File: config.mk
export PLATFORM = sky130hd
export DESIGN_NAME = rzr_map
export DESIGN_NICKNAME = d
export VERILOG_FILES = /design/src/rtl/core/rzr_pkg.sv /design/src/rtl/core/rzr_map.sv
export SDC_FILE = /design/constraint.sdc
export NUM_CORES = 2
export LEC_CHECK = 0
export BUFFER_PORTS_ARGS = -buffer_cell sky130_fd_sc_hd__buf_2
export CAP_MARGIN = 20
export CORE_MARGIN = 3
export CORE_UTILIZATION = 45
export CTS_BUF_LIST = sky130_fd_sc_hd__clkbuf_4 sky130_fd_sc_hd__clkbuf_8
export DETAILED_ROUTE_END_ITERATION = 8
export GPL_ROUTABILITY_DRIVEN = 0
export GPL_TIMING_DRIVEN = 0
export HOLD_SLACK_MARGIN = 0.12
export MAX_ROUTING_LAYER = met4
export PLACE_DENSITY = 0.67
export SLEW_MARGIN = 10
export SYNTH_ARGS = -nofsm -noshare
export SYNTH_HDL_FRONTEND = slang
export SYNTH_SLANG_ARGS = --single-unit
File: constraint.sdc
create_clock -name clk -period 9.6 [get_ports clk]
set_input_delay 0.96 -clock clk [delete_from_list [all_inputs] [get_ports clk]]
set_output_delay 0.96 -clock clk [all_outputs]
set_load 0.1 [all_outputs]
File: src/rtl/core/rzr_pkg.sv
`timescale 1ns / 1ps
// ----------------------------------------------------------------------------
// rzr_pkg
// Shared types and constants of the rotate-and-zoom remap block.
// ----------------------------------------------------------------------------
package rzr_pkg;

  // Frame geometry and coefficient format
  localparam int FRAME_WIDTH    = 512;
  localparam int FRAME_HEIGHT   = 288;
  localparam int FRAME_DEPTH    = FRAME_WIDTH * FRAME_HEIGHT;
  localparam int COEF_FRAC_BITS = 12;

  // Field widths
  localparam int POS_W   = 9;
  localparam int COLOR_W = 8;
  localparam int RGB_W   = 3 * COLOR_W;
  localparam int COEF_W  = 18;
  localparam int PIV_W   = 12;
  localparam int CFG_W   = 18;
  localparam int CFG_IDX_W = 2;

  // Datapath widths
  localparam int DELTA_W = PIV_W + 1;                  // pos minus pivot
  localparam int PROD_W  = COEF_W + DELTA_W;           // coefficient times delta
  localparam int SUM_W   = PROD_W + 2;                 // two products plus pivot
  localparam int TRUNC_W = SUM_W - COEF_FRAC_BITS;     // integer source coordinate
  localparam int X_W     = $clog2(FRAME_WIDTH);
  localparam int Y_W     = $clog2(FRAME_HEIGHT);
  localparam int ADDR_W  = $clog2(FRAME_DEPTH);

  // Reset values of the configuration registers
  localparam logic signed [COEF_W-1:0] COS_RESET     = 18'sd4096;
  localparam logic signed [COEF_W-1:0] SIN_RESET     = 18'sd0;
  localparam logic signed [PIV_W-1:0]  PIVOT_X_RESET = 12'sd256;
  localparam logic signed [PIV_W-1:0]  PIVOT_Y_RESET = 12'sd144;

  // Item operation codes
  localparam logic OP_LOAD    = 1'b0;
  localparam logic OP_PRODUCE = 1'b1;

  // Configuration register indexes
  typedef enum logic [CFG_IDX_W-1:0] {
    REG_COS     = 2'd0,
    REG_SIN     = 2'd1,
    REG_PIVOT_X = 2'd2,
    REG_PIVOT_Y = 2'd3
  } rzr_reg_t;

  // Frame store request from the mapping pipeline
  typedef struct packed {
    logic              op;    // load or produce
    logic              ok;    // load in frame, or source inside frame
    logic [ADDR_W-1:0] addr;
    logic [RGB_W-1:0]  rgb;
  } rzr_req_t;

endpackage

File: src/rtl/core/rzr_map.sv
`timescale 1ns / 1ps
// ----------------------------------------------------------------------------
// rzr_map
// Five-stage coordinate pipeline: pivot offset, four products, rotation
// sums, truncation toward zero with frame check, row-major address.
// ----------------------------------------------------------------------------
module rzr_map import rzr_pkg::*; (
  input  logic                     clk,
  input  logic                     rst,
  input  logic signed [COEF_W-1:0] cos_over_scale,
  input  logic signed [COEF_W-1:0] sin_over_scale,
  input  logic signed [PIV_W-1:0]  pivot_x,
  input  logic signed [PIV_W-1:0]  pivot_y,
  input  logic                     in_valid,
  output logic                     in_ready,
  input  logic                     operation,
  input  logic [POS_W-1:0]         pos_x,
  input  logic [POS_W-1:0]         pos_y,
  input  logic [RGB_W-1:0]         rgb_in,
  output logic                     req_valid,
  input  logic                     req_ready,
  output rzr_req_t                 req
);

  // Valid bits and per-stage ready
  logic v1, v2, v3, v4, v5;
  logic rdy1, rdy2, rdy3, rdy4, rdy5;

  // Common payload carried along
  logic              op1, op2, op3, op4, op5;
  logic [POS_W-1:0]  px1, px2, px3, px4;
  logic [POS_W-1:0]  py1, py2, py3, py4;
  logic [RGB_W-1:0]  rgb1, rgb2, rgb3, rgb4, rgb5;

  // Stage 1: offsets from pivot
  logic signed [DELTA_W-1:0] dx1, dy1;
  // Stage 2: products
  logic signed [PROD_W-1:0]  cdx2, sdy2, sdx2, cdy2;
  // Stage 3: full-precision sums
  logic signed [SUM_W-1:0]   xsum3, ysum3;
  // Stage 4: integer coordinates and range flag
  logic signed [TRUNC_W-1:0] xt4, yt4;
  logic                      ok4;
  // Stage 5: address
  logic                      ok5;
  logic [ADDR_W-1:0]         addr5;

  logic signed [DELTA_W-1:0] dx_next, dy_next;
  logic signed [SUM_W-1:0]   xsum_next, ysum_next;
  logic signed [SUM_W-1:0]   xbias, ybias;
  logic signed [SUM_W-1:0]   xadj, yadj;
  logic                      xin, yin, ld_ok;
  logic [X_W-1:0]            sel_x;
  logic [Y_W-1:0]            sel_y;

  // Stage ready: empty, or the stage after it moves
  assign rdy5     = !v5 || req_ready;
  assign rdy4     = !v4 || rdy5;
  assign rdy3     = !v3 || rdy4;
  assign rdy2     = !v2 || rdy3;
  assign rdy1     = !v1 || rdy2;
  assign in_ready = rdy1;

  // Valid bits
  always_ff @(posedge clk) begin
    if (rst) begin
      v1 <= 1'b0;
      v2 <= 1'b0;
      v3 <= 1'b0;
      v4 <= 1'b0;
      v5 <= 1'b0;
    end else begin
      if (rdy1) v1 <= in_valid;
      if (rdy2) v2 <= v1;
      if (rdy3) v3 <= v2;
      if (rdy4) v4 <= v3;
      if (rdy5) v5 <= v4;
    end
  end

  // Offsets from the rotation center
  assign dx_next = $signed({{(DELTA_W-POS_W){1'b0}}, pos_x})
                 - $signed({pivot_x[PIV_W-1], pivot_x});
  assign dy_next = $signed({{(DELTA_W-POS_W){1'b0}}, pos_y})
                 - $signed({pivot_y[PIV_W-1], pivot_y});

  // Rotation sums with the pivot moved back in, at full precision
  assign xsum_next = $signed({{2{cdx2[PROD_W-1]}}, cdx2})
                   - $signed({{2{sdy2[PROD_W-1]}}, sdy2})
                   + $signed({{(SUM_W-PIV_W-COEF_FRAC_BITS){pivot_x[PIV_W-1]}}, pivot_x,
                              {COEF_FRAC_BITS{1'b0}}});
  assign ysum_next = $signed({{2{sdx2[PROD_W-1]}}, sdx2})
                   + $signed({{2{cdy2[PROD_W-1]}}, cdy2})
                   + $signed({{(SUM_W-PIV_W-COEF_FRAC_BITS){pivot_y[PIV_W-1]}}, pivot_y,
                              {COEF_FRAC_BITS{1'b0}}});

  // Truncate toward zero: bias negative sums by one less than one unit
  assign xbias = xsum3[SUM_W-1] ? $signed({{(SUM_W-COEF_FRAC_BITS){1'b0}},
                                           {COEF_FRAC_BITS{1'b1}}}) : '0;
  assign ybias = ysum3[SUM_W-1] ? $signed({{(SUM_W-COEF_FRAC_BITS){1'b0}},
                                           {COEF_FRAC_BITS{1'b1}}}) : '0;
  assign xadj  = xsum3 + xbias;
  assign yadj  = ysum3 + ybias;

  // Frame checks
  assign ld_ok = ({{(32-POS_W){1'b0}}, px3} < 32'(FRAME_WIDTH))
              && ({{(32-POS_W){1'b0}}, py3} < 32'(FRAME_HEIGHT));

  always_comb begin
    xin = !xadj[SUM_W-1]
       && ($unsigned(xadj[SUM_W-1:COEF_FRAC_BITS]) < TRUNC_W'(FRAME_WIDTH));
    yin = !yadj[SUM_W-1]
       && ($unsigned(yadj[SUM_W-1:COEF_FRAC_BITS]) < TRUNC_W'(FRAME_HEIGHT));
  end

  // Pick the pixel position: source for produce, own position for load
  always_comb begin
    if (op4 == OP_PRODUCE) begin
      sel_x = xt4[X_W-1:0];
      sel_y = yt4[Y_W-1:0];
    end else begin
      sel_x = X_W'(px4);
      sel_y = Y_W'(py4);
    end
  end

  // Payload registers, each advancing with its stage
  always_ff @(posedge clk) begin
    if (rdy1) begin
      op1  <= operation;
      px1  <= pos_x;
      py1  <= pos_y;
      rgb1 <= rgb_in;
      dx1  <= dx_next;
      dy1  <= dy_next;
    end
    if (rdy2) begin
      op2  <= op1;
      px2  <= px1;
      py2  <= py1;
      rgb2 <= rgb1;
      cdx2 <= cos_over_scale * dx1;
      sdy2 <= sin_over_scale * dy1;
      sdx2 <= sin_over_scale * dx1;
      cdy2 <= cos_over_scale * dy1;
    end
    if (rdy3) begin
      op3   <= op2;
      px3   <= px2;
      py3   <= py2;
      rgb3  <= rgb2;
      xsum3 <= xsum_next;
      ysum3 <= ysum_next;
    end
    if (rdy4) begin
      op4  <= op3;
      px4  <= px3;
      py4  <= py3;
      rgb4 <= rgb3;
      xt4  <= xadj[SUM_W-1:COEF_FRAC_BITS];
      yt4  <= yadj[SUM_W-1:COEF_FRAC_BITS];
      ok4  <= (op3 == OP_PRODUCE) ? (xin && yin) : ld_ok;
    end
    if (rdy5) begin
      op5   <= op4;
      rgb5  <= rgb4;
      ok5   <= ok4;
      addr5 <= ADDR_W'(32'(sel_y) * FRAME_WIDTH) + ADDR_W'(sel_x);
    end
  end

  assign req_valid = v5;
  assign req.op    = op5;
  assign req.ok    = ok5;
  assign req.addr  = addr5;
  assign req.rgb   = rgb5;

  // A produce item flagged inside carries coordinates within the frame
  a_inside_range: assert property (@(posedge clk) disable iff (rst)
    (v4 && op4 == OP_PRODUCE && ok4) |->
      (!xt4[TRUNC_W-1] && !yt4[TRUNC_W-1]
       && $unsigned(xt4) < TRUNC_W'(FRAME_WIDTH)
       && $unsigned(yt4) < TRUNC_W'(FRAME_HEIGHT)))
    else $error("inside flag with source out of frame");

  // A valid address never exceeds the frame store
  a_addr_range: assert property (@(posedge clk) disable iff (rst)
    (v5 && ok5) |-> (32'(addr5) < FRAME_DEPTH))
    else $error("frame store address out of range");

  // A stalled request holds in the last stage
  a_req_hold: assert property (@(posedge clk) disable iff (rst)
    (v5 && !req_ready) |=> (v5 && $stable(addr5) && $stable(op5) && $stable(ok5)))
    else $error("stalled request changed");

  // A stage that cannot move keeps its item
  a_stage_hold: assert property (@(posedge clk) disable iff (rst)
    (v2 && !rdy3) |=> v2)
    else $error("item dropped in stalled stage");

endmodule

Word-level counts from Yosys, hierarchy flattened
Index checks and enable logic that the tools add are counted.
{"block": "classes", "mul": 4, "magnitude_cmp": 3, "n_addsub": 9, "reduce_logical": 15, "n_mux": 5}
{"operator": "multiplier 18 x 13 -> 31 bit", "count": 4}
{"operator": "adder 32 x 24 -> 33 bit", "count": 2}
{"operator": "adder 33 x 13 -> 33 bit", "count": 2}
{"operator": "adder 31 x 31 -> 32 bit", "count": 1}
{"operator": "subtractor 31 x 31 -> 32 bit", "count": 1}
{"operator": "subtractor 10 x 12 -> 13 bit", "count": 2}
{"operator": "two-way mux 12 bit", "count": 2}
{"operator": "less-than comparator 21 x 10 -> 1 bit (second input constant)", "count": 1}
{"operator": "less-than comparator 21 x 9 -> 1 bit (second input constant)", "count": 1}
{"operator": "adder 18 x 9 -> 18 bit", "count": 1}
{"operator": "two-way mux 9 bit", "count": 2}
{"operator": "less-than comparator 9 bit (second input constant)", "count": 1}
{"operator": "logical NOT 1 bit", "count": 7}
{"operator": "logical OR 1 bit", "count": 5}
{"operator": "logical AND 1 bit", "count": 3}
{"operator": "two-way mux 1 bit", "count": 1}
{"block": "totals", "input_bits": 107, "reg_bits": 456, "out_inout_bits": 46}

Longest topological paths before layout
{"block": "logic_depth", "word_depth": 6, "ltp_mapped": 25, "ltp_nobuf": 24}

Worst setup path before layout
No wires, ideal clock.
{"block": "synth_timing", "path_type": "input-to-reg", "from": "in cos_over_scale[11]", "to": "reg cdy2[27] (data pin)", "path_stages": 20, "path_buffers": 1, "t_arrival_ns": 6.460, "setup_time_ns": 0.259, "slack_ns": 2.880, "cell_sequence": "clkbuf_1 -> and2_1 -> fa_1 -> inv_1 -> fa_1 -> inv_1 -> fa_1 -> fa_1 -> fa_1 -> fa_1 -> ha_1 -> or4_4 -> or2_2 -> o221ai_1 -> a21oi_1 -> a41oi_1 -> a311oi_1 -> nand2b_1 -> a21oi_1 -> xnor2_1"}
{"block": "synth_between", "elab_chain_cells": 1}
{"element": "start, declared", "line": "rzr_map.sv:10", "text": "input logic signed [COEF_W-1:0] cos_over_scale,"}
{"element": "multiplier 18 x 13 -> 31 bit", "line": "rzr_map.sv:145", "text": "cdy2 <= cos_over_scale * dy1;"}
{"element": "end signal, assigned", "line": "rzr_map.sv:145"}
{"element": "end, declared", "line": "rzr_map.sv:38", "text": "logic signed [PROD_W-1:0] cdx2, sdy2, sdx2, cdy2;"}
Every way passes these cells.
A chain may end at the register's enable or synchronous reset.

Worst setup path in the final report
{"block": "layout_timing", "from": "reg dy1[6]", "to": "reg sdy2[29] (data pin)"}
{"block": "layout_between", "elab_chain_cells": 1}
{"element": "start, declared", "line": "rzr_map.sv:36", "text": "logic signed [DELTA_W-1:0] dx1, dy1;"}
{"element": "start signal, assigned", "line": "rzr_map.sv:135", "text": "dy1 <= dy_next;"}
{"element": "multiplier 18 x 13 -> 31 bit", "line": "rzr_map.sv:143", "text": "sdy2 <= sin_over_scale * dy1;"}
{"element": "end signal, assigned", "line": "rzr_map.sv:143"}
{"element": "end, declared", "line": "rzr_map.sv:38"}
Every way passes these cells.

==> results.sh <==
export IMPL_status="completed"
export IMPL_cap_violations=0
export IMPL_cpMostUsedCell="fa_1"
export IMPL_synth_compound_area_frac=0.0545
export IMPL_r2r_cells=21
export IMPL_crit_family="adder cells"
export IMPL_synth_seq_cells=456
export IMPL_skew_ns=0.0345
export IMPL_die_w_um=350
export IMPL_max_freq_ghz=0.121
export IMPL_synthCells=4989
export IMPL_synth_nets=6440
export IMPL_die_h_um=350
export IMPL_worst_path_max_fanout=10
export IMPL_cts_inserted_buffers=76
export IMPL_cts_tree="built"
export IMPL_slowest_delay_ns=0.81
export IMPL_worstMarginPinSlew_ns=1.24
export IMPL_maxSlewHeadroom=0.175
export IMPL_worst_setup_path_start_kind="register"
export IMPL_syn_area_per_cell_um2=10.7
export IMPL_rsz0062_at_grt="false"
export IMPL_r2r_start="dy1[6]$_DFFE_PP_"
export IMPL_maxSlewViolCount=0
export IMPL_final_core_util=0.495
export IMPL_finalHoldViolations=0
export IMPL_crit_required_ns=10.06
export IMPL_synth_simple_area_share=0.122
export IMPL_yosys_mux_area_fraction=0.00499
export IMPL_crit_start="dy1[6]$_DFFE_PP_"
export IMPL_synth_adder_area_share=0.445
export IMPL_rows=125
export IMPL_synthFlopType="edfxtp_1"
export IMPL_drcViolationCount=0
export IMPL_drt_iter0_markers=3023
export IMPL_antenna_found_initial=12
export IMPL_r2r_slack_ns=1.34
export IMPL_setup_viol=0
export IMPL_final_setup_tns_ns=0
export IMPL_post_drt_wl_per_cell_um=20.9
export IMPL_syn_cell_area_um2=53100
export IMPL_yosysTopAreaCell="fa_1"
export IMPL_layout_drive_gt1_share=0.0667
export IMPL_cts_setup_buffers=0
export IMPL_overflow=0
export IMPL_end_kind="register"
export IMPL_port_buffers=150
export IMPL_cts_buffer_depth=3
export IMPL_cts_resized=0
export IMPL_r2r_end="sdy2[29]$_DFFE_PP_"
export IMPL_crit_chain="clkbuf_1, clkbuf_1, nand2_1, fa_1, fa_1, fa_1, inv_1, fa_1, fa_1, ha_1, ha_1, o21a_1, o21ai_0, or2_2, a21oi_1, o31ai_1, a211oi_1, nor3_1, o41ai_1, a21oi_1, xnor2_1"
export IMPL_via_count=36500
export IMPL_path_buf_inv=3
export IMPL_syn2layout_area_growth_pct=8.66
export IMPL_htree_levels=3
export IMPL_synth_edff_count=451
export IMPL_crit_slowest_cell="clkbuf_1"
export IMPL_crit_cells=21
export IMPL_dpl_hpwl_um=114000
export IMPL_grt_pass1_wl_um=218000
export IMPL_grt_max_degree=65
export IMPL_hold_path_class="register to register"
export IMPL_yosysMostFrequentCell="inv_1"
export IMPL_async_reset_ff_frac=0
export IMPL_grt_pass1_vias=37300
export IMPL_hold_buffers=0
export IMPL_fill_cells=10600
export IMPL_dieArea_um2=122000
export IMPL_clockRootBuffer="clkbuf_8"
export IMPL_holdWs_ns=0.393
export IMPL_crit_end="sdy2[29]$_DFFE_PP_"
export IMPL_min_period_ns=8.26
export IMPL_crit_arrival_ns=8.72
export IMPL_synthXorXnorAreaFrac=0.0333
export IMPL_crit_type="register to register"
export IMPL_start_util=0.456
export IMPL_synth_distinct_cells=78
export IMPL_period_share=0.860
export IMPL_synth_seq_area_share=0.257
export IMPL_clock_sinks=456
export IMPL_ios=153
export IMPL_synth_commonest_cells="inv_1, fa_1, nand2_1, edfxtp_1, ha_1"
export IMPL_synth_area_leaders="fa_1, edfxtp_1, ha_1"
export IMPL_ys_warn_count=0
export IMPL_path_clk_slew_ns=0.06
export IMPL_clkLatencyLatePin_ns=0.69
export IMPL_dr_pass1_iters=7
export IMPL_ant_nets=0
export IMPL_num_nets_final=6684
export IMPL_netlist_area_leader_share=0.343
export IMPL_synth_top_family_by_area="adder cells"
export IMPL_postRouteWirelength_um=142000
export IMPL_vias_per_cell=5.35
export IMPL_gr_usage_all_layers=0.246
export IMPL_core_um2=117000
metal layers:
layer | vias up | share of wire | track usage
met5 | - | 0 | -
met4 | 0 | 0.062 | 0.128
met1 | 18200 | 0.39 | 0.314
met3 | 366 | 0.12 | 0.0730
met2 | 1870 | 0.44 | 0.356
li1 | 16100 | - | -
final cells by class:
cell class                      count  area (um2)  area share
Inverter                         1013        3810      0.0659
Sequential cell                   456       13600       0.236
Timing Repair Buffer              166        1030      0.0178
Multi-Input combinational cell   3350       35100       0.608
Antenna cell                       15        37.5    0.000650
Tap cell                         1524        1910      0.0330
Clock inverter                     36         332     0.00574
Clock buffer                      101        1260      0.0218
Buffer                            170         646      0.0112
cells by family (layout without fill, tap and decap cells):
| kind of cell | count (synthesis) | after routing |
|---|---|---|
| mux | 24 | 24 |
| xor+xnor | 202 | 202 |
| buf+inv | 1183 | 1486 |
| other cells | 0 | 15 |
| compound gates | 439 | 439 |
| flops | 456 | 456 |
| simple gates | 1341 | 1341 |
| fa+ha+maj | 1344 | 1344 |
metrics by stage:
stage	cell area [um2]	std cells	worst slack (ns)
2_1_floorplan	53100	4989	2.88
3_3_place_gp	55800	6663	1.23
3_5_place_dp	56100	6675	1.24
4_1_cts	57700	6812	1.50
5_1_grt	57700	6823	1.11
6_report	57700	6831	1.34
placed cells by master, fill, tap and decap left out, drive strengths merged, types with 23 or more instances in the layout:
cell type  count
nand2b        36
a21o          60
xnor2        164
buf          171
and2         396
a21oi        128
o21ai         87
xor2          38
nor2         188
o21a          27
nor2b         23
nand2        560
fa           910
nand3         37
nor3          37
clkinv        24
inv         1017
edfxtp       451
clkbuf       266
ha           434
worst min-delay path by stage:
stage | slack, ns | endpoint | depth (start not counted) | from
floorplan | 0.40 | ok5$_DFFE_PP_ | 0 | ok4$_DFFE_PP_
global placement | 0.40 | px4[7]$_DFFE_PP_ | 0 | px3[7]$_DFFE_PP_
detailed placement | 0.40 | px2[3]$_DFFE_PP_ | 0 | px1[3]$_DFFE_PP_
CTS | 0.38 | rgb1[12]$_DFFE_PP_ | 1 | rgb_in[12]
global route | 0.39 | rgb1[12]$_DFFE_PP_ | 1 | rgb_in[12]
finish | 0.39 | py2[3]$_DFFE_PP_ | 0 | py1[3]$_DFFE_PP_
worst reg2reg max path: cells and delay by family (launching register included):
family	cells	cell delay, ns
fa+ha+maj	7	3.11
compound gates	7	1.85
xor+xnor	1	0.30
simple gates	3	0.74
flops	1	0.40
buf+inv	3	1.62
flip-flops by register name, summed over array words and instances (netlist names), 13 cells and up:
register  count
addr5        18
cdx2         31
cdy2         31
dx1          13
dy1          13
rgb1         24
rgb2         24
rgb3         24
rgb4         24
rgb5         24
sdx2         31
sdy2         31
xsum3        33
ysum3        33
Power is left out: the tool's default activity adds up to more than one toggle a clock period on the data nets, which glitch-free logic cannot reach.
